### src/design/mdpp_pkg.sv
// Shared types, phase codes, status codes and field-size decoding for the packet parser.
package mdpp_pkg;

  localparam int unsigned COUNT_BITS_DEF = 16;

  localparam logic [3:0] PH_EFLAGS  = 4'd0;
  localparam logic [3:0] PH_LENF    = 4'd1;
  localparam logic [3:0] PH_PROP    = 4'd2;
  localparam logic [3:0] PH_PKT     = 4'd3;
  localparam logic [3:0] PH_SEQ     = 4'd4;
  localparam logic [3:0] PH_PAD     = 4'd5;
  localparam logic [3:0] PH_TIME    = 4'd6;
  localparam logic [3:0] PH_DUR     = 4'd7;
  localparam logic [3:0] PH_PAY1    = 4'd8;
  localparam logic [3:0] PH_WSTREAM = 4'd9;
  localparam logic [3:0] PH_WREPL   = 4'd10;
  localparam logic [3:0] PH_WLEN    = 4'd11;
  localparam logic [3:0] PH_DONE    = 4'd12;

  localparam logic [2:0] ST_OK       = 3'd0;
  localparam logic [2:0] ST_EFLAGS   = 3'd1;
  localparam logic [2:0] ST_PROP     = 3'd2;
  localparam logic [2:0] ST_LENTYPE  = 3'd3;
  localparam logic [2:0] ST_MISMATCH = 3'd4;
  localparam logic [2:0] ST_TRUNC    = 3'd5;
  localparam logic [2:0] ST_PADOVR   = 3'd6;

  localparam logic [3:0] EFLAGS_TAG   = 4'h8;
  localparam logic [1:0] LEN_TYPE_TAG = 2'b10;
  localparam logic [7:0] PROP_EXPECT  = 8'h5D;
  localparam logic [15:0] REPL_SKIP   = 16'd5;
  localparam logic [2:0] TIME_BYTES   = 3'd4;
  localparam logic [2:0] DUR_BYTES    = 3'd2;
  localparam logic [2:0] WLEN_BYTES   = 3'd2;

  typedef struct packed {
    logic [7:0] data_byte;
    logic       last_byte;
  } beat_t;

  typedef struct packed {
    logic [2:0]  status;
    logic [31:0] packet_length;
    logic [31:0] sequence_number;
    logic [31:0] padding_length;
    logic [31:0] send_time;
    logic [15:0] duration;
    logic [15:0] payload_size;
    logic        key_frame;
    logic        multiple_payloads;
    logic [7:0]  length_type_flags;
    logic [7:0]  property_flags;
    logic [3:0]  error_data_length;
  } result_t;

  typedef struct packed {
    logic [3:0] phase;
    logic [2:0] nbytes;
  } enter_t;

  // Skip absent header fields starting at phase p.
  function automatic enter_t enter_target(input logic [3:0] p, input logic [7:0] lf);
    enter_t     res;
    logic [3:0] ph;
    logic       found;
    logic [1:0] code;
    logic [2:0] n;
    ph    = p;
    found = 1'b0;
    res   = '0;
    for (int i = 0; i < 5; i++) begin
      if (!found) begin
        code = 2'd0;
        n    = 3'd0;
        case (ph)
          PH_PKT, PH_SEQ, PH_PAD: begin
            if (ph == PH_PKT) begin
              code = lf[6:5];
            end else if (ph == PH_SEQ) begin
              code = lf[2:1];
            end else begin
              code = lf[4:3];
            end
            n = (code == 2'd3) ? 3'd4 : {1'b0, code};
            if (n == 3'd0) begin
              ph = ph + 4'd1;
            end else begin
              res.nbytes = n;
              found      = 1'b1;
            end
          end
          PH_TIME: begin
            res.nbytes = TIME_BYTES;
            found      = 1'b1;
          end
          PH_DUR: begin
            res.nbytes = DUR_BYTES;
            found      = 1'b1;
          end
          default: begin
            found = 1'b1;
          end
        endcase
      end
    end
    res.phase = ph;
    return res;
  endfunction

endpackage

### src/design/mdpp_if.sv
// Handshake channels: packet byte beats in, parse results out.
interface mdpp_byte_if;
  logic       valid;
  logic       ready;
  logic [7:0] data_byte;
  logic       last_byte;
  modport source (output valid, output data_byte, output last_byte, input ready);
  modport sink (input valid, input data_byte, input last_byte, output ready);
endinterface

interface mdpp_result_if;
  logic        valid;
  logic        ready;
  logic [2:0]  status;
  logic [31:0] packet_length;
  logic [31:0] sequence_number;
  logic [31:0] padding_length;
  logic [31:0] send_time;
  logic [15:0] duration;
  logic [15:0] payload_size;
  logic        key_frame;
  logic        multiple_payloads;
  logic [7:0]  length_type_flags;
  logic [7:0]  property_flags;
  logic [3:0]  error_data_length;
  modport source (output valid, output status, output packet_length, output sequence_number,
                  output padding_length, output send_time, output duration,
                  output payload_size, output key_frame, output multiple_payloads,
                  output length_type_flags, output property_flags,
                  output error_data_length, input ready);
  modport sink (input valid, input status, input packet_length, input sequence_number,
                input padding_length, input send_time, input duration,
                input payload_size, input key_frame, input multiple_payloads,
                input length_type_flags, input property_flags,
                input error_data_length, output ready);
endinterface

### src/design/media_data_packet_header_parser_unit.sv
// Top level of the media data packet header parser: byte queue front end and parse back end.
//
//   channel      dir  handshake          payload
//   in_byte      in   valid/ready        data_byte[7:0], last_byte
//   out_result   out  valid/ready        status[2:0] and eleven header fields
//
// Beats stream back to back at one per clock while no result waits untaken.
// An accepted beat is held in a queue slot register until the parser takes it; the result of a
// last beat is registered when the parser takes that beat and offered from the next cycle on.
// The parser stalls only while a result waits untaken; a two-entry queue absorbs that stall.
// Synchronous active-low reset empties the queue and returns the parser to its first phase.
module media_data_packet_header_parser_unit #(
  parameter int unsigned COUNT_BITS = mdpp_pkg::COUNT_BITS_DEF
) (
  input  logic          clk,
  input  logic          rst_n,
  mdpp_byte_if.sink     in_byte,
  mdpp_result_if.source out_result
);
  import mdpp_pkg::*;

  beat_t q_beat;
  logic  q_valid;
  logic  q_ready;

  mdpp_front u_front (
    .clk     (clk),
    .rst_n   (rst_n),
    .in_byte (in_byte),
    .q_beat  (q_beat),
    .q_valid (q_valid),
    .q_ready (q_ready)
  );

  mdpp_back #(
    .COUNT_BITS (COUNT_BITS)
  ) u_back (
    .clk        (clk),
    .rst_n      (rst_n),
    .q_beat     (q_beat),
    .q_valid    (q_valid),
    .q_ready    (q_ready),
    .out_result (out_result)
  );

endmodule

### src/design/mdpp_front.sv
// Front end: accepts byte beats into a two-entry register queue.
module mdpp_front (
  input  logic                 clk,
  input  logic                 rst_n,
  mdpp_byte_if.sink            in_byte,
  output mdpp_pkg::beat_t      q_beat,
  output logic                 q_valid,
  input  logic                 q_ready
);
  import mdpp_pkg::*;

  localparam int unsigned QUEUE_DEPTH = 2;
  localparam int unsigned QPTR_BITS   = $clog2(QUEUE_DEPTH);
  localparam int unsigned QCNT_BITS   = $clog2(QUEUE_DEPTH + 1);

  beat_t                slot_r [QUEUE_DEPTH];
  logic [QPTR_BITS-1:0] wr_ptr_r, wr_ptr_nxt;
  logic [QPTR_BITS-1:0] rd_ptr_r, rd_ptr_nxt;
  logic [QCNT_BITS-1:0] cnt_r, cnt_nxt;
  logic                 push, pop;

  assign in_byte.ready = (cnt_r != QCNT_BITS'(QUEUE_DEPTH));
  assign push          = in_byte.valid && in_byte.ready;
  assign q_valid       = (cnt_r != '0);
  assign pop           = q_valid && q_ready;
  assign q_beat        = slot_r[rd_ptr_r];

  always_comb begin
    wr_ptr_nxt = push ? wr_ptr_r + 1'b1 : wr_ptr_r;
    rd_ptr_nxt = pop ? rd_ptr_r + 1'b1 : rd_ptr_r;
    cnt_nxt    = cnt_r;
    if (push && !pop) begin
      cnt_nxt = cnt_r + 1'b1;
    end else if (pop && !push) begin
      cnt_nxt = cnt_r - 1'b1;
    end
  end

  always_ff @(posedge clk) begin
    if (!rst_n) begin
      wr_ptr_r <= '0;
      rd_ptr_r <= '0;
      cnt_r    <= '0;
    end else begin
      wr_ptr_r <= wr_ptr_nxt;
      rd_ptr_r <= rd_ptr_nxt;
      cnt_r    <= cnt_nxt;
    end
  end

  always_ff @(posedge clk) begin
    if (push) begin
      slot_r[wr_ptr_r] <= '{data_byte: in_byte.data_byte, last_byte: in_byte.last_byte};
    end
  end

  queue_count_bounded: assert property (@(posedge clk) disable iff (!rst_n)
    cnt_r <= QCNT_BITS'(QUEUE_DEPTH))
    else $error("queue count above depth");

endmodule

### src/design/mdpp_back.sv
// Back end: byte-serial header parse state machine and result register.
module mdpp_back #(
  parameter int unsigned COUNT_BITS = mdpp_pkg::COUNT_BITS_DEF
) (
  input  logic                 clk,
  input  logic                 rst_n,
  input  mdpp_pkg::beat_t      q_beat,
  input  logic                 q_valid,
  output logic                 q_ready,
  mdpp_result_if.source        out_result
);
  import mdpp_pkg::*;

  logic [3:0]            phase_r, phase_nxt;
  logic [COUNT_BITS-1:0] bcount_r, bcount_nxt;
  logic [2:0]            fbytes_r, fbytes_nxt;
  logic [1:0]            fidx_r, fidx_nxt;
  logic [15:0]           skip_r, skip_nxt;
  logic [7:0]            eflags_r, eflags_nxt;
  logic [7:0]            lflags_r, lflags_nxt;
  logic [7:0]            pflags_r, pflags_nxt;
  logic [31:0]           pkt_len_r, pkt_len_nxt;
  logic [31:0]           seq_r, seq_nxt;
  logic [31:0]           pad_r, pad_nxt;
  logic [31:0]           time_r, time_nxt;
  logic [15:0]           dur_r, dur_nxt;
  logic [COUNT_BITS-1:0] hdr_len_r, hdr_len_nxt;
  logic [5:0]            pay_left_r, pay_left_nxt;
  logic [COUNT_BITS-1:0] walk_r, walk_nxt;
  logic                  key_r, key_nxt;
  logic [2:0]            err_r, err_nxt;
  logic                  out_valid_r, out_valid_nxt;
  result_t               res_r, res_nxt;

  logic                  pop, fin;
  logic [7:0]            b;
  logic [31:0]           lane;
  logic [2:0]            fbytes_dec;
  logic                  go_enter;
  logic [3:0]            enter_from;
  enter_t                ent;
  logic                  hdr_done, pad_over;
  logic [COUNT_BITS-1:0] after;
  logic [31:0]           after32, diff32, psize32;
  logic [2:0]            status;

  assign q_ready = !out_valid_r || out_result.ready;
  assign pop     = q_valid && q_ready;
  assign fin     = pop && q_beat.last_byte;
  assign b       = q_beat.data_byte;
  assign lane    = 32'(b) << {fidx_r, 3'b000};

  always_comb begin
    phase_nxt    = phase_r;
    bcount_nxt   = bcount_r;
    fbytes_nxt   = fbytes_r;
    fidx_nxt     = fidx_r;
    skip_nxt     = skip_r;
    eflags_nxt   = eflags_r;
    lflags_nxt   = lflags_r;
    pflags_nxt   = pflags_r;
    pkt_len_nxt  = pkt_len_r;
    seq_nxt      = seq_r;
    pad_nxt      = pad_r;
    time_nxt     = time_r;
    dur_nxt      = dur_r;
    hdr_len_nxt  = hdr_len_r;
    pay_left_nxt = pay_left_r;
    walk_nxt     = walk_r;
    key_nxt      = key_r;
    err_nxt      = err_r;
    go_enter     = 1'b0;
    enter_from   = PH_PKT;
    fbytes_dec   = (fbytes_r != 3'd0) ? fbytes_r - 3'd1 : 3'd0;
    ent          = enter_target(enter_from, lflags_r);

    if (pop) begin
      if (bcount_r != '1) begin
        bcount_nxt = bcount_r + 1'b1;
      end
      case (phase_r)
        PH_EFLAGS: begin
          eflags_nxt = b;
          if (b[7:4] != EFLAGS_TAG) begin
            err_nxt   = ST_EFLAGS;
            phase_nxt = PH_DONE;
          end else begin
            skip_nxt  = 16'(b[3:0]);
            phase_nxt = PH_LENF;
          end
        end
        PH_LENF: begin
          if (skip_r != 16'd0) begin
            skip_nxt = skip_r - 16'd1;
          end else begin
            lflags_nxt = b;
            phase_nxt  = PH_PROP;
          end
        end
        PH_PROP: begin
          pflags_nxt = b;
          go_enter   = 1'b1;
          enter_from = PH_PKT;
        end
        PH_PKT, PH_SEQ, PH_PAD, PH_TIME, PH_DUR: begin
          case (phase_r)
            PH_PKT:  pkt_len_nxt = pkt_len_r | lane;
            PH_SEQ:  seq_nxt     = seq_r | lane;
            PH_PAD:  pad_nxt     = pad_r | lane;
            PH_TIME: time_nxt    = time_r | lane;
            default: dur_nxt     = dur_r | lane[15:0];
          endcase
          fidx_nxt   = fidx_r + 2'd1;
          fbytes_nxt = fbytes_dec;
          if (fbytes_dec == 3'd0) begin
            go_enter   = 1'b1;
            enter_from = phase_r + 4'd1;
          end
        end
        PH_PAY1: begin
          if (!lflags_r[0]) begin
            key_nxt   = b[7];
            phase_nxt = PH_DONE;
          end else begin
            walk_nxt = COUNT_BITS'(1);
            if (b[7:6] != LEN_TYPE_TAG) begin
              err_nxt   = ST_LENTYPE;
              phase_nxt = PH_DONE;
            end else begin
              pay_left_nxt = b[5:0];
              skip_nxt     = 16'd0;
              phase_nxt    = (b[5:0] == 6'd0) ? PH_DONE : PH_WSTREAM;
            end
          end
        end
        PH_WSTREAM: begin
          if (walk_r != '1) begin
            walk_nxt = walk_r + 1'b1;
          end
          if (skip_r != 16'd0) begin
            skip_nxt = skip_r - 16'd1;
            if (skip_r == 16'd1 && pay_left_r == 6'd0) begin
              phase_nxt = PH_DONE;
            end
          end else begin
            if (pay_left_r != 6'd0) begin
              pay_left_nxt = pay_left_r - 6'd1;
            end
            if (b[7]) begin
              key_nxt   = 1'b1;
              phase_nxt = PH_DONE;
            end else begin
              skip_nxt  = REPL_SKIP;
              phase_nxt = PH_WREPL;
            end
          end
        end
        PH_WREPL: begin
          if (walk_r != '1) begin
            walk_nxt = walk_r + 1'b1;
          end
          if (skip_r != 16'd0) begin
            skip_nxt = skip_r - 16'd1;
          end else begin
            skip_nxt   = 16'(b);
            fbytes_nxt = WLEN_BYTES;
            phase_nxt  = PH_WLEN;
          end
        end
        PH_WLEN: begin
          if (walk_r != '1) begin
            walk_nxt = walk_r + 1'b1;
          end
          if (fbytes_r == WLEN_BYTES && skip_r != 16'd0) begin
            skip_nxt = skip_r - 16'd1;
          end else if (fbytes_r == WLEN_BYTES) begin
            skip_nxt   = 16'(b);
            fbytes_nxt = 3'd1;
          end else begin
            skip_nxt   = skip_r | {b, 8'h00};
            fbytes_nxt = 3'd0;
            phase_nxt  = (pay_left_r == 6'd0 && skip_nxt == 16'd0) ? PH_DONE : PH_WSTREAM;
          end
        end
        default: begin
        end
      endcase

      if (go_enter) begin
        ent        = enter_target(enter_from, lflags_r);
        fbytes_nxt = ent.nbytes;
        fidx_nxt   = 2'd0;
        phase_nxt  = ent.phase;
        if (ent.phase == PH_PAY1) begin
          hdr_len_nxt = bcount_nxt;
          if (lflags_r[0] && pflags_nxt != PROP_EXPECT) begin
            err_nxt   = ST_PROP;
            phase_nxt = PH_DONE;
          end
        end
      end
    end

    // Result from the state after the last beat.
    hdr_done = (phase_nxt >= PH_PAY1);
    after    = hdr_done ? bcount_nxt - hdr_len_nxt : '0;
    after32  = 32'(after);
    pad_over = hdr_done && (pad_nxt > after32);
    diff32   = after32 - pad_nxt;
    psize32  = (hdr_done && !pad_over) ? diff32 : 32'd0;
    if (err_nxt != ST_OK) begin
      status = err_nxt;
    end else if (phase_nxt != PH_DONE) begin
      status = ST_TRUNC;
    end else if (pad_over) begin
      status = ST_PADOVR;
    end else if (lflags_nxt[0] && !key_nxt && 32'(walk_nxt) != psize32) begin
      status = ST_MISMATCH;
    end else begin
      status = ST_OK;
    end

    res_nxt                   = res_r;
    out_valid_nxt             = out_valid_r && !out_result.ready;
    if (fin) begin
      out_valid_nxt             = 1'b1;
      res_nxt.status            = status;
      res_nxt.packet_length     = pkt_len_nxt;
      res_nxt.sequence_number   = seq_nxt;
      res_nxt.padding_length    = pad_nxt;
      res_nxt.send_time         = time_nxt;
      res_nxt.duration          = dur_nxt;
      res_nxt.payload_size      = psize32[15:0];
      res_nxt.key_frame         = key_nxt;
      res_nxt.multiple_payloads = lflags_nxt[0];
      res_nxt.length_type_flags = lflags_nxt;
      res_nxt.property_flags    = pflags_nxt;
      res_nxt.error_data_length = eflags_nxt[3:0];
      // Start the next packet from a clean state.
      phase_nxt    = PH_EFLAGS;
      bcount_nxt   = '0;
      fbytes_nxt   = 3'd0;
      fidx_nxt     = 2'd0;
      skip_nxt     = 16'd0;
      eflags_nxt   = 8'd0;
      lflags_nxt   = 8'd0;
      pflags_nxt   = 8'd0;
      pkt_len_nxt  = 32'd0;
      seq_nxt      = 32'd0;
      pad_nxt      = 32'd0;
      time_nxt     = 32'd0;
      dur_nxt      = 16'd0;
      hdr_len_nxt  = '0;
      pay_left_nxt = 6'd0;
      walk_nxt     = '0;
      key_nxt      = 1'b0;
      err_nxt      = ST_OK;
    end
  end

  always_ff @(posedge clk) begin
    if (!rst_n) begin
      phase_r     <= PH_EFLAGS;
      bcount_r    <= '0;
      fbytes_r    <= 3'd0;
      fidx_r      <= 2'd0;
      skip_r      <= 16'd0;
      eflags_r    <= 8'd0;
      lflags_r    <= 8'd0;
      pflags_r    <= 8'd0;
      pkt_len_r   <= 32'd0;
      seq_r       <= 32'd0;
      pad_r       <= 32'd0;
      time_r      <= 32'd0;
      dur_r       <= 16'd0;
      hdr_len_r   <= '0;
      pay_left_r  <= 6'd0;
      walk_r      <= '0;
      key_r       <= 1'b0;
      err_r       <= ST_OK;
      out_valid_r <= 1'b0;
    end else begin
      phase_r     <= phase_nxt;
      bcount_r    <= bcount_nxt;
      fbytes_r    <= fbytes_nxt;
      fidx_r      <= fidx_nxt;
      skip_r      <= skip_nxt;
      eflags_r    <= eflags_nxt;
      lflags_r    <= lflags_nxt;
      pflags_r    <= pflags_nxt;
      pkt_len_r   <= pkt_len_nxt;
      seq_r       <= seq_nxt;
      pad_r       <= pad_nxt;
      time_r      <= time_nxt;
      dur_r       <= dur_nxt;
      hdr_len_r   <= hdr_len_nxt;
      pay_left_r  <= pay_left_nxt;
      walk_r      <= walk_nxt;
      key_r       <= key_nxt;
      err_r       <= err_nxt;
      out_valid_r <= out_valid_nxt;
    end
  end

  always_ff @(posedge clk) begin
    res_r <= res_nxt;
  end

  assign out_result.valid             = out_valid_r;
  assign out_result.status            = res_r.status;
  assign out_result.packet_length     = res_r.packet_length;
  assign out_result.sequence_number   = res_r.sequence_number;
  assign out_result.padding_length    = res_r.padding_length;
  assign out_result.send_time         = res_r.send_time;
  assign out_result.duration          = res_r.duration;
  assign out_result.payload_size      = res_r.payload_size;
  assign out_result.key_frame         = res_r.key_frame;
  assign out_result.multiple_payloads = res_r.multiple_payloads;
  assign out_result.length_type_flags = res_r.length_type_flags;
  assign out_result.property_flags    = res_r.property_flags;
  assign out_result.error_data_length = res_r.error_data_length;

  last_beat_gives_result: assert property (@(posedge clk) disable iff (!rst_n)
    fin |=> out_valid_r)
    else $error("last beat produced no result");

  error_parks_parser: assert property (@(posedge clk) disable iff (!rst_n)
    (err_r != ST_OK) |-> (phase_r == PH_DONE))
    else $error("error recorded while still parsing");

  count_zero_at_start: assert property (@(posedge clk) disable iff (!rst_n)
    (phase_r == PH_EFLAGS) == (bcount_r == '0))
    else $error("byte count out of step with phase");

  key_frame_parks_parser: assert property (@(posedge clk) disable iff (!rst_n)
    key_r |-> (phase_r == PH_DONE))
    else $error("key frame seen while still parsing");

endmodule
### src/flat_wrapper.sv
// flat-port wrapper written by rule: the top's interface ports become plain ports
module media_data_packet_header_parser_unit_flat import mdpp_pkg::*;
#(
  parameter int unsigned COUNT_BITS = mdpp_pkg::COUNT_BITS_DEF
)
  (clk, rst_n, in_byte_valid, in_byte_data_byte, in_byte_last_byte, in_byte_ready, out_result_valid, out_result_status, out_result_packet_length, out_result_sequence_number, out_result_padding_length, out_result_send_time, out_result_duration, out_result_payload_size, out_result_key_frame, out_result_multiple_payloads, out_result_length_type_flags, out_result_property_flags, out_result_error_data_length, out_result_ready);
  mdpp_byte_if in_byte_i ();
  mdpp_result_if out_result_i ();
  input  logic clk;
  input  logic rst_n;
  input wire logic [$bits(in_byte_i.valid)-1:0] in_byte_valid;
  input wire logic [$bits(in_byte_i.data_byte)-1:0] in_byte_data_byte;
  input wire logic [$bits(in_byte_i.last_byte)-1:0] in_byte_last_byte;
  output wire logic [$bits(in_byte_i.ready)-1:0] in_byte_ready;
  output wire logic [$bits(out_result_i.valid)-1:0] out_result_valid;
  output wire logic [$bits(out_result_i.status)-1:0] out_result_status;
  output wire logic [$bits(out_result_i.packet_length)-1:0] out_result_packet_length;
  output wire logic [$bits(out_result_i.sequence_number)-1:0] out_result_sequence_number;
  output wire logic [$bits(out_result_i.padding_length)-1:0] out_result_padding_length;
  output wire logic [$bits(out_result_i.send_time)-1:0] out_result_send_time;
  output wire logic [$bits(out_result_i.duration)-1:0] out_result_duration;
  output wire logic [$bits(out_result_i.payload_size)-1:0] out_result_payload_size;
  output wire logic [$bits(out_result_i.key_frame)-1:0] out_result_key_frame;
  output wire logic [$bits(out_result_i.multiple_payloads)-1:0] out_result_multiple_payloads;
  output wire logic [$bits(out_result_i.length_type_flags)-1:0] out_result_length_type_flags;
  output wire logic [$bits(out_result_i.property_flags)-1:0] out_result_property_flags;
  output wire logic [$bits(out_result_i.error_data_length)-1:0] out_result_error_data_length;
  input wire logic [$bits(out_result_i.ready)-1:0] out_result_ready;
  assign in_byte_i.valid = in_byte_valid;
  assign in_byte_i.data_byte = in_byte_data_byte;
  assign in_byte_i.last_byte = in_byte_last_byte;
  assign in_byte_ready = in_byte_i.ready;
  assign out_result_valid = out_result_i.valid;
  assign out_result_status = out_result_i.status;
  assign out_result_packet_length = out_result_i.packet_length;
  assign out_result_sequence_number = out_result_i.sequence_number;
  assign out_result_padding_length = out_result_i.padding_length;
  assign out_result_send_time = out_result_i.send_time;
  assign out_result_duration = out_result_i.duration;
  assign out_result_payload_size = out_result_i.payload_size;
  assign out_result_key_frame = out_result_i.key_frame;
  assign out_result_multiple_payloads = out_result_i.multiple_payloads;
  assign out_result_length_type_flags = out_result_i.length_type_flags;
  assign out_result_property_flags = out_result_i.property_flags;
  assign out_result_error_data_length = out_result_i.error_data_length;
  assign out_result_i.ready = out_result_ready;
  media_data_packet_header_parser_unit #(.COUNT_BITS(COUNT_BITS)) u_core (.clk(clk), .rst_n(rst_n), .in_byte(in_byte_i), .out_result(out_result_i));
endmodule
### config.mk
export PLATFORM = sky130hd
export DESIGN_NAME = media_data_packet_header_parser_unit_flat
export DESIGN_NICKNAME = d
export VERILOG_FILES = /design/src/design/mdpp_pkg.sv /design/src/design/mdpp_if.sv /design/src/design/media_data_packet_header_parser_unit.sv /design/src/design/mdpp_front.sv /design/src/design/mdpp_back.sv /design/src/flat_wrapper.sv
export SDC_FILE = /design/constraint.sdc
export NUM_CORES = 1
export LEC_CHECK = 0
export CAP_MARGIN = 20
export CORE_MARGIN = 10
export CORE_UTILIZATION = 25
export CTS_BUF_LIST = sky130_fd_sc_hd__clkbuf_4 sky130_fd_sc_hd__clkbuf_8 sky130_fd_sc_hd__clkbuf_16
export CTS_CLUSTER_DIAMETER = 80
export DETAILED_ROUTE_END_ITERATION = 16
export DONT_BUFFER_PORTS = 1
export GPL_ROUTABILITY_DRIVEN = 0
export HOLD_SLACK_MARGIN = 0.05
export REMOVE_ABC_BUFFERS = 1
export SLEW_MARGIN = 20
export SYNTH_ARGS = -nofsm -noshare
export SYNTH_HDL_FRONTEND = slang
export SYNTH_SLANG_ARGS = --single-unit
### constraint.sdc
create_clock -name clk -period 34.7 [get_ports clk]
set_input_delay 3.47 -clock clk [delete_from_list [all_inputs] [get_ports clk]]
set_output_delay 3.47 -clock clk [all_outputs]
set_load 0.02 [all_outputs]
==> results.txt, run 1 <==
----------------------------------------------------
[Run status]
  Result of the run ... completed

[Placement]
  Setup slack at placement ... 15.16 ns
  Number of port buffers ... 0
  Placed wire-length estimate ... 45,400 um

[Timing]
  Clock Skew ... 0.0446 ns
  Hold Violations, Final ... 0
  Final Setup Violations ... 0
  F_max ... 0.0505 GHz
  Setup TNS ... 0 ns
  Worst max-slew margin expressed relative to the limit ... 0.289
  Final Max Slew Viols ... 0
  Clock period minus final worst setup slack ... 19.79 ns
  Setup repair after global routing missed its margin ... false
  Actual slew at the worst max-slew pin ... 1.07 ns
  Period Utilization, post-route ... 0.570
  Slack of the critical path ... 14.91 ns

[Synth]
  Cell type with the highest aggregate area in the netlist ... sky130_fd_sc_hd__edfxtp_1
  Share of synthesized area occupied by flip-flops and latches ... 0.503
  Yosys top cell area share ... 0.274
  Predominant post-synthesis flop cell ... sky130_fd_sc_hd__dfxtp_1
  Instance count of the mapped netlist ... 2,262
  Most used standard cells in the synthesized netlist ... 286 x sky130_fd_sc_hd__nor2_1, 253 x sky130_fd_sc_hd__dfxtp_1, 202 x sky130_fd_sc_hd__edfxtp_1, 162 x sky130_fd_sc_hd__nor2b_1, 157 x sky130_fd_sc_hd__a21oi_1
  Average footprint of a synthesized cell ... 9.78 um^2
  Post-synthesis cell type count ... 114
  Yosys synthesis warning count ... 0
  Async set-reset flop share out of synthesis ... 0
  Number of flops mapped to enable cells by yosys ... 202
  FF+latch count, synth ... 455
  Total standard cell area after synthesis ... 0.0221 mm^2
  Count leader, synth ... sky130_fd_sc_hd__nor2_1
  Synth top area cells ... sky130_fd_sc_hd__edfxtp_1 27%, sky130_fd_sc_hd__dfxtp_1 23%, sky130_fd_sc_hd__nor2_1 4.9%

[Setup path]
  Startpoint-to-endpoint class of the critical path ... reg2reg
  Worst setup path endpoint ... u_core.u_back.out_result.status[2]$_DFFE_PP_
  Category of the worst setup path capture point ... flip-flop
  Highest fanout seen on the critical path ... 32
  Register-to-register setup slack ... 14.91 ns
  Cell with the most instances on the worst path ... sky130_fd_sc_hd__a21o_1
  Max stage delay cell, worst path ... sky130_fd_sc_hd__or4_1
  Startpoint kind of the worst setup timing path ... flip-flop
  Cell count of the worst reg-to-reg path ... 82
  Setup crit start ... u_core.u_back.phase_r[0]$_SDFF_PP0_
  Maximum cell stage delay along the critical path ... 0.74 ns
  Worst r2r src ... u_core.u_back.phase_r[0]$_SDFF_PP0_
  Reg-to-Reg End ... u_core.u_back.out_result.status[2]$_DFFE_PP_
  Data required time of the worst path ... 35.01 ns
  Data arrival time of the worst path ... 20.10 ns

[Detailed routing]
  First-pass detailed-route iteration total ... 5
  Detailed-route vias per instance ... 4.91
  Sum of routed wire length over all layers ... 64,700 um
  Total via count in the routed design ... 16,800
  Starting DRC count in detailed routing ... 1,518
  Final routed DRC violation total ... 0
  Antenna-violating nets left ... 0
  Routed wirelength normalized by instance count ... 18.9 um

[Global routing]
  Global-route wire length before repair ... 98,400 um
  Overflow left after global routing ... 0
  Overall fraction of global-route tracks in use ... 0.121
  Number of global-route vias before repair ... 15,600
  Maximum number of pins on one net before global-route repair ... 215
  Antenna violations before repair ... 1

[Worst hold path]
  Worst hold path stage count ... 2
  Type of the tightest min-delay check ... reg2reg
  Startpoint of the worst hold path ... u_core.u_back.pay_left_r[5]$_SDFFE_PP0P_

[Floorplanning]
  Initial core utilization ... 0.251
  Horizontal extent of the die ... 317 um
  Die area ... 0.101 mm^2
  Core area ... 0.0881 mm^2
  Die boundary height ... 317 um
  Top-Level Pins ... 200
  Cell row count ... 109

[Clock network]
  Htree depth ... 2
  Buffer levels on the longest clock path ... 3
  Cts hold-fix bufs ... 0
  Inserted Clock Buffers ... 43
  CTS tree ... built
  Clock sink count ... 455
  # Post-CTS Setup Buffers ... 0
  Latest clock arrival within the worst-skew pair ... 0.59 ns
  Post-cts repair resize count ... 0
  Clock transition at the register clock pins on the worst setup and hold paths after CTS ... 0.07 ns
  Root buffer cell ... sky130_fd_sc_hd__clkbuf_16

[Flow run]
  Max-cap viol count ... 0

[Final layout]
  Area grow syn2layout ... 12.2%
  Layout cell share with drive strength beyond 1 ... 0.0801
  Number of nets in the final layout ... 2,303
  Diode insertion count for antenna repair ... 0

----------------------------------------------------
-- cells in the final DEF, fill, tap and decap left out, types with 43 or more instances in the layout --
cell and n:
sky130_fd_sc_hd__nand3_1 50, sky130_fd_sc_hd__nor3_1 51, sky130_fd_sc_hd__ha_1 63, sky130_fd_sc_hd__a21oi_1 157
sky130_fd_sc_hd__nand2_1 135, sky130_fd_sc_hd__nor2b_1 162, sky130_fd_sc_hd__edfxtp_1 202, sky130_fd_sc_hd__a21o_1 137
sky130_fd_sc_hd__nor2_1 284, sky130_fd_sc_hd__inv_1 85, sky130_fd_sc_hd__o21ai_0 90, sky130_fd_sc_hd__xnor2_1 52
sky130_fd_sc_hd__clkbuf_16 43, sky130_fd_sc_hd__dfxtp_1 253
-- routing by layer --
layer / share of wire / vias up / global-route usage
li1: - / 8021 / -
met1: 0.44 / 8128 / 0.165
met2: 0.45 / 581 / 0.188
met3: 0.095 / 76 / 0.0361
met4: 0.015 / 0 / 0.0216
met5: 0 / - / 0
-- registers in the layout, indices dropped and copies added (netlist names), 18 cells and up, named ones only --
register / count
u_core.u_back.time_r: 32
u_core.u_back.out_result.padding_length: 32
u_core.u_front.slot_r: 18
u_core.u_back.out_result.packet_length: 32
u_core.u_back.out_result.sequence_number: 32
u_core.u_back.pkt_len_r: 32
u_core.u_back.seq_r: 32
u_core.u_back.pad_r: 32
u_core.u_back.out_result.send_time: 32
-- area by class of cell --
| type | instances | area, um^2 |
|---|---|---|
| clock inverters | 24 | 243 |
| clock buffers | 56 | 1190 |
| fillers | 9330 | 63300 |
| inverters | 88 | 330 |
| well taps | 1165 | 1460 |
| flip-flops and latches | 455 | 11100 |
| repair buffers | 21 | 183 |
| multi-input cells | 1616 | 10300 |
-- cell families after synthesis --
kind of cell | Yosys count | synth area share
muxes | 35 | 0.0162
buffers and inverters | 191 | 0.0341
adders and majority gates | 65 | 0.0375
and+or+nand+nor | 857 | 0.194
xor gates and xnor gates | 70 | 0.0284
DFF | 455 | 0.503
AOI/OAI and AO/OA | 589 | 0.186
-- worst max-delay path: cells and delay by family (launching register included) --
family | cells | cell delay, ns
AND/OR/NAND/NOR | 31 | 6.70
AO/OA/AOI/OAI | 32 | 7.38
XOR/XNOR | 2 | 0.48
flip-flops | 1 | 0.53
buffers and inverters | 6 | 1.12
multiplexers | 3 | 0.83
adder cells (fa/ha/maj) | 8 | 2.41
-- metrics by stage --
step	cells	util	area (um^2)	hold WS, ns
finish	3425	0.282	24800	0.480
global route	3425	0.282	24800	0.508
CTS	3425	0.282	24800	0.482
detailed placement	3345	0.265	23400	0.470
global placement	3345	0.265	23400	0.461
floorplan	2159	-	21700	0.450
-- how the worst min path moves through the flow --
stage	end	slack, ns
2_1_floorplan	u_core.u_back.pad_r[16]$_SDFF_PP0_	0.45
3_3_place_gp	u_core.u_back.pad_r[20]$_SDFF_PP0_	0.46
3_5_place_dp	u_core.u_back.pad_r[20]$_SDFF_PP0_	0.47
4_1_cts	u_core.u_back.pay_left_r[5]$_SDFFE_PP0P_	0.48
5_1_grt	u_core.u_back.out_result.sequence_number[23]$_DFFE_PP_	0.51
6_report	u_core.u_back.pay_left_r[5]$_SDFFE_PP0P_	0.48
Power of run 1 is not shown: default switching activity piles up to over one toggle a cycle in this logic, so the estimate is an artifact.
==> run 2: changes to the inputs <==
==> constraint.sdc (replaced) <==
create_clock -name clk -period 20 [get_ports clk]
set_input_delay 2 -clock clk [delete_from_list [all_inputs] [get_ports clk]]
set_output_delay 2 -clock clk [all_outputs]
set_load 0.02 [all_outputs]
==> results.txt, run 2 (synthesis results as in run 1) <==
----------------------------------------------------
[Global routing]
  Overflow left after global routing ... 0
  Global-route wire length before repair ... 98,300 um
  Maximum number of pins on one net before global-route repair ... 213
  Antenna violations before repair ... 0
  Number of global-route vias before repair ... 15,700
  Overall fraction of global-route tracks in use ... 0.122

[Final layout]
  Leading cell types in the layout, fill and taps excluded ... 283 x sky130_fd_sc_hd__nor2_1, 252 x sky130_fd_sc_hd__dfxtp_1, 202 x sky130_fd_sc_hd__edfxtp_1
  Area grow syn2layout ... 12.8%
  Diode insertion count for antenna repair ... 0
  Fill count ... 9,322
  Combined area of the multi-input logic cells ... 0.0104 mm^2
  Most common cell after layout, fill and taps aside ... sky130_fd_sc_hd__nor2_1
  Total area of sequential cells ... 0.0111 mm^2
  Layout cell share with drive strength beyond 1 ... 0.0856
  Number of nets in the final layout ... 2,309

[Timing]
  Worst max-slew margin expressed relative to the limit ... 0.230
  Hold Violations, Final ... 0
  Setup TNS ... 0 ns
  Final Setup Violations ... 0
  Period Utilization, post-route ... 0.920
  Setup repair after global routing missed its margin ... false
  Actual slew at the worst max-slew pin ... 1.16 ns
  F_max ... 0.0544 GHz
  Final Max Slew Viols ... 0
  Clock period minus final worst setup slack ... 18.39 ns
  Clock Skew ... 0.0248 ns

[Floorplanning]
  Horizontal extent of the die ... 317 um
  Top-Level Pins ... 200
  Core area ... 0.0881 mm^2
  Die area ... 0.101 mm^2
  Cell row count ... 109
  Initial core utilization ... 0.251
  Die boundary height ... 317 um

[Detailed routing]
  First-pass detailed-route iteration total ... 5
  Routed wirelength normalized by instance count ... 18.9 um
  Final routed DRC violation total ... 0
  Total via count in the routed design ... 16,700
  Sum of routed wire length over all layers ... 64,900 um
  Detailed-route vias per instance ... 4.87
  Starting DRC count in detailed routing ... 1,436
  Antenna-violating nets left ... 0

[Flow run]
  Max-cap viol count ... 0

[Placement]
  Placed wire-length estimate ... 45,800 um
  Number of port buffers ... 0

[Setup path]
  Startpoint kind of the worst setup timing path ... flip-flop
  Data required time of the worst path ... 20.31 ns
  Category of the worst setup path capture point ... flip-flop
  Highest fanout seen on the critical path ... 10
  Maximum cell stage delay along the critical path ... 0.66 ns
  Cell with the most instances on the worst path ... sky130_fd_sc_hd__a21o_1
  Data arrival time of the worst path ... 18.70 ns
  Startpoint-to-endpoint class of the critical path ... reg2reg
  Max stage delay cell, worst path ... sky130_fd_sc_hd__or4_4

[Clock network]
  Buffer levels on the longest clock path ... 3
  Clock sink count ... 455
  CTS tree ... built
  Inserted Clock Buffers ... 44
  Root buffer cell ... sky130_fd_sc_hd__clkbuf_16
  Latest clock arrival within the worst-skew pair ... 0.57 ns
  Clock transition at the register clock pins on the worst setup and hold paths after CTS ... 0.07 ns
  Htree depth ... 2

[Worst hold path]
  Type of the tightest min-delay check ... reg2reg

[Run status]
  Result of the run ... completed

----------------------------------------------------
==> run 2: worst max-delay path, delay by kind of cell, from the launching register on <==
| family | cells | cell delay, ns |
|---|---|---|
| flops | 1 | 0.51 |
| mux | 3 | 0.81 |
| buf+inv | 5 | 0.63 |
| fa+ha+maj | 8 | 2.21 |
| simple gates | 31 | 6.48 |
| compound gates | 32 | 7.14 |
| xor+xnor | 2 | 0.31 |
==> run 2: worst paths after layout <==
check	startpoint	to	slack, ns	depth (start not counted)
max reg2reg	u_core.u_back.phase_r[1]$_SDFF_PP0_	u_core.u_back.out_result.status[2]$_DFFE_PP_	1.61	81
min reg2reg	u_core.u_back.pkt_len_r[12]$_SDFF_PP0_	u_core.u_back.out_result.packet_length[12]$_DFFE_PP_	0.47	1
min	u_core.u_back.pkt_len_r[12]$_SDFF_PP0_	u_core.u_back.out_result.packet_length[12]$_DFFE_PP_	0.47	1
max	u_core.u_back.phase_r[1]$_SDFF_PP0_	u_core.u_back.out_result.status[2]$_DFFE_PP_	1.61	81
==> run 2: per-layer routing <==
| layer | vias up | part of all wire | track usage |
|---|---|---|---|
| li1 | 8022 | - | - |
| met1 | 8003 | 0.44 | 0.158 |
| met2 | 587 | 0.44 | 0.187 |
| met3 | 109 | 0.10 | 0.0461 |
| met4 | 0 | 0.023 | 0.0288 |
| met5 | - | 0 | 0 |
==> run 2: timing repair <==
item | in CTS | in global routing
endpoints found under the setup margin | 0 | 18
setup buffers | 0 | 5
gates resized for setup | 0 | 17
hold buffers | 0 | 0
==> run 2: metrics by stage <==
stage	setup slack (ns)	utilization	hold slack, ns	cell area, um^2	std cells
5_1_grt	0.0524	0.283	0.504	24900	3431
4_1_cts	0.325	0.282	0.480	24800	3426
3_3_place_gp	0.935	0.265	0.462	23400	3345
2_1_floorplan	2.63	-	0.450	21700	2159
3_5_place_dp	0.374	0.265	0.473	23400	3345
6_report	1.61	0.283	0.474	24900	3431
==> run 2: layout make-up <==
class,count,share of cell area
Tap cell,1165,0.0585
Multi-Input combinational cell,1616,0.416
Clock inverter,20,0.00758
Clock buffer,61,0.0498
Timing Repair Buffer,26,0.00883
Inverter,88,0.0132
Sequential cell,455,0.446
Power of run 2 is left out for the same reason.
==> run 3: changes to the inputs <==
--- a/config.mk
+++ b/config.mk
@@ -15,7 +15,7 @@
 export GPL_ROUTABILITY_DRIVEN = 0
 export HOLD_SLACK_MARGIN = 0.05
 export REMOVE_ABC_BUFFERS = 1
-export SLEW_MARGIN = 20
+export SLEW_MARGIN = 10
 export SYNTH_ARGS = -nofsm -noshare
 export SYNTH_HDL_FRONTEND = slang
 export SYNTH_SLANG_ARGS = --single-unit
==> constraint.sdc (replaced) <==
create_clock -name clk -period 20 [get_ports clk]
set_input_delay 2 -clock clk [delete_from_list [all_inputs] [get_ports clk]]
set_output_delay 2 -clock clk [all_outputs]
set_load 0.005 [all_outputs]
==> results.txt, run 3 (synthesis results as in run 1) <==
----------------------------------------------------
[Setup path]
  Register-to-register setup slack ... 1.60 ns
  Reg-to-Reg End ... u_core.u_back.out_result.status[2]$_DFFE_PP_
  Highest fanout seen on the critical path ... 10
  Data arrival time of the worst path ... 18.70 ns
  Cell with the most instances on the worst path ... sky130_fd_sc_hd__a21o_1
  Startpoint-to-endpoint class of the critical path ... reg2reg
  Max stage delay cell, worst path ... sky130_fd_sc_hd__or4_4
  Setup crit start ... u_core.u_back.phase_r[1]$_SDFF_PP0_
  Maximum cell stage delay along the critical path ... 0.66 ns
  Startpoint kind of the worst setup timing path ... flip-flop
  Cell count of the worst reg-to-reg path ... 81
  Category of the worst setup path capture point ... flip-flop
  Data required time of the worst path ... 20.31 ns
  Worst r2r src ... u_core.u_back.phase_r[1]$_SDFF_PP0_

[Floorplanning]
  Initial core utilization ... 0.251
  Core area ... 0.0881 mm^2
  Die area ... 0.101 mm^2
  Horizontal extent of the die ... 317 um
  Die boundary height ... 317 um
  Cell row count ... 109
  Top-Level Pins ... 200

[Global routing]
  Overflow left after global routing ... 0
  Met2 demand-to-capacity share in global routing ... 0.187
  Number of global-route vias before repair ... 15,700
  Met3 track utilization from global routing ... 0.0461
  Antenna violations before repair ... 0
  Gr busiest metal ... met2
  Maximum number of pins on one net before global-route repair ... 213
  Routing usage on met1 ... 0.158
  Global-route wire length before repair ... 98,300 um
  Overall fraction of global-route tracks in use ... 0.122

[Timing]
  Actual slew at the worst max-slew pin ... 1.15 ns
  F_max ... 0.0544 GHz
  Setup repair after global routing missed its margin ... false
  Clock period minus final worst setup slack ... 18.40 ns
  Setup TNS ... 0 ns
  Period Utilization, post-route ... 0.920
  Final Max Slew Viols ... 0
  Clock Skew ... 0.0250 ns
  Final Setup Violations ... 0
  Hold Violations, Final ... 0
  Worst max-slew margin expressed relative to the limit ... 0.235

[Worst hold path]
  Worst min-delay path endpoint ... u_core.u_back.out_result.packet_length[12]$_DFFE_PP_
  Worst hold path stage count ... 1
  Type of the tightest min-delay check ... reg2reg
  Startpoint of the worst hold path ... u_core.u_back.pkt_len_r[12]$_SDFF_PP0_

[Detailed routing]
  Starting DRC count in detailed routing ... 1,406
  Total via count in the routed design ... 16,800
  Antenna-violating nets left ... 0
  Final routed DRC violation total ... 0
  Sum of routed wire length over all layers ... 65,000 um
  Detailed-route vias per instance ... 4.88
  First-pass detailed-route iteration total ... 5
  Routed wirelength normalized by instance count ... 18.9 um

[Final layout]
  Diode insertion count for antenna repair ... 0
  Post-layout instance area ... 0.0250 mm^2
  Leading cell types in the layout, fill and taps excluded ... 283 x sky130_fd_sc_hd__nor2_1, 252 x sky130_fd_sc_hd__dfxtp_1, 202 x sky130_fd_sc_hd__edfxtp_1
  Number of nets in the final layout ... 2,311
  Fill count ... 9,318
  Area grow syn2layout ... 12.9%
  Layout cell share with drive strength beyond 1 ... 0.0855
  Most common cell after layout, fill and taps aside ... sky130_fd_sc_hd__nor2_1

[Clock network]
  Latest clock arrival within the worst-skew pair ... 0.57 ns
  Inserted Clock Buffers ... 44
  CTS tree ... built
  Buffer levels on the longest clock path ... 3
  Htree depth ... 2
  Clock sink count ... 455
  Clock transition at the register clock pins on the worst setup and hold paths after CTS ... 0.07 ns
  Cts hold-fix bufs ... 0
  Root buffer cell ... sky130_fd_sc_hd__clkbuf_16

[Flow run]
  Max-cap viol count ... 0

[Run status]
  Result of the run ... completed

[Placement]
  Number of port buffers ... 0
  Cell Area, Placed ... 0.0234 mm^2
  Placed wire-length estimate ... 45,800 um

----------------------------------------------------
-- run 3: how the worst max path moves through the flow --
stage / end / slack (ns) / depth (start not counted)
after CTS: u_core.u_back.out_result.status[2]$_DFFE_PP_ / 0.32 / 78
after detailed placement: u_core.u_back.out_result.status[2]$_DFFE_PP_ / 0.37 / 78
final: u_core.u_back.out_result.status[2]$_DFFE_PP_ / 1.60 / 81
after global placement: u_core.u_back.out_result.status[2]$_DFFE_PP_ / 0.93 / 78
after floorplan: u_core.u_back.out_result.status[2]$_DFFE_PP_ / 2.63 / 79
after global routing: u_core.u_back.out_result.status[2]$_DFFE_PP_ / 0.03 / 82
-- run 3: cell type report --
type	count	area, um^2	area share
clock buffers	61	1240	0.0497
clock inverters	20	189	0.00757
inverters	88	330	0.0132
multi-input cells	1616	10400	0.415
flip-flops and latches	455	11100	0.446
well taps	1165	1460	0.0584
repair buffers	28	253	0.0101
-- run 3: worst max-delay path, delay by kind of cell (launching register included) --
kind | cells | cell delay (ns)
AO/OA/AOI/OAI | 32 | 7.17
flip-flops | 1 | 0.51
adder cells (fa/ha/maj) | 8 | 2.22
multiplexers | 3 | 0.81
XOR/XNOR | 2 | 0.31
AND/OR/NAND/NOR | 31 | 6.47
buffers and inverters | 5 | 0.64
-- run 3: per-stage QoR --
| step | std cells | hold WS, ns | utilization | setup slack [ns] |
|---|---|---|---|---|
| after global routing | 3433 | 0.504 | 0.283 | 0.0314 |
| after detailed placement | 3345 | 0.473 | 0.265 | 0.374 |
| after global placement | 3345 | 0.462 | 0.265 | 0.935 |
| after floorplan | 2159 | 0.450 | - | 2.63 |
| after CTS | 3426 | 0.480 | 0.282 | 0.325 |
| final | 3433 | 0.472 | 0.283 | 1.60 |
-- run 3: routing by layer --
layer	vias to the layer above	wire length (um)	share of wire
li1	8029	-	-
met1	8024	28100	0.43
met2	593	28500	0.44
met3	106	6870	0.11
met4	0	1490	0.023
met5	-	0	0
-- run 3: what timing repair did --
item | CTS | global route
buffers inserted | 0 | 5
setup endpoints to repair | 0 | 18
gates resized for setup | 0 | 17
Power of run 3 is left out for the same reason.
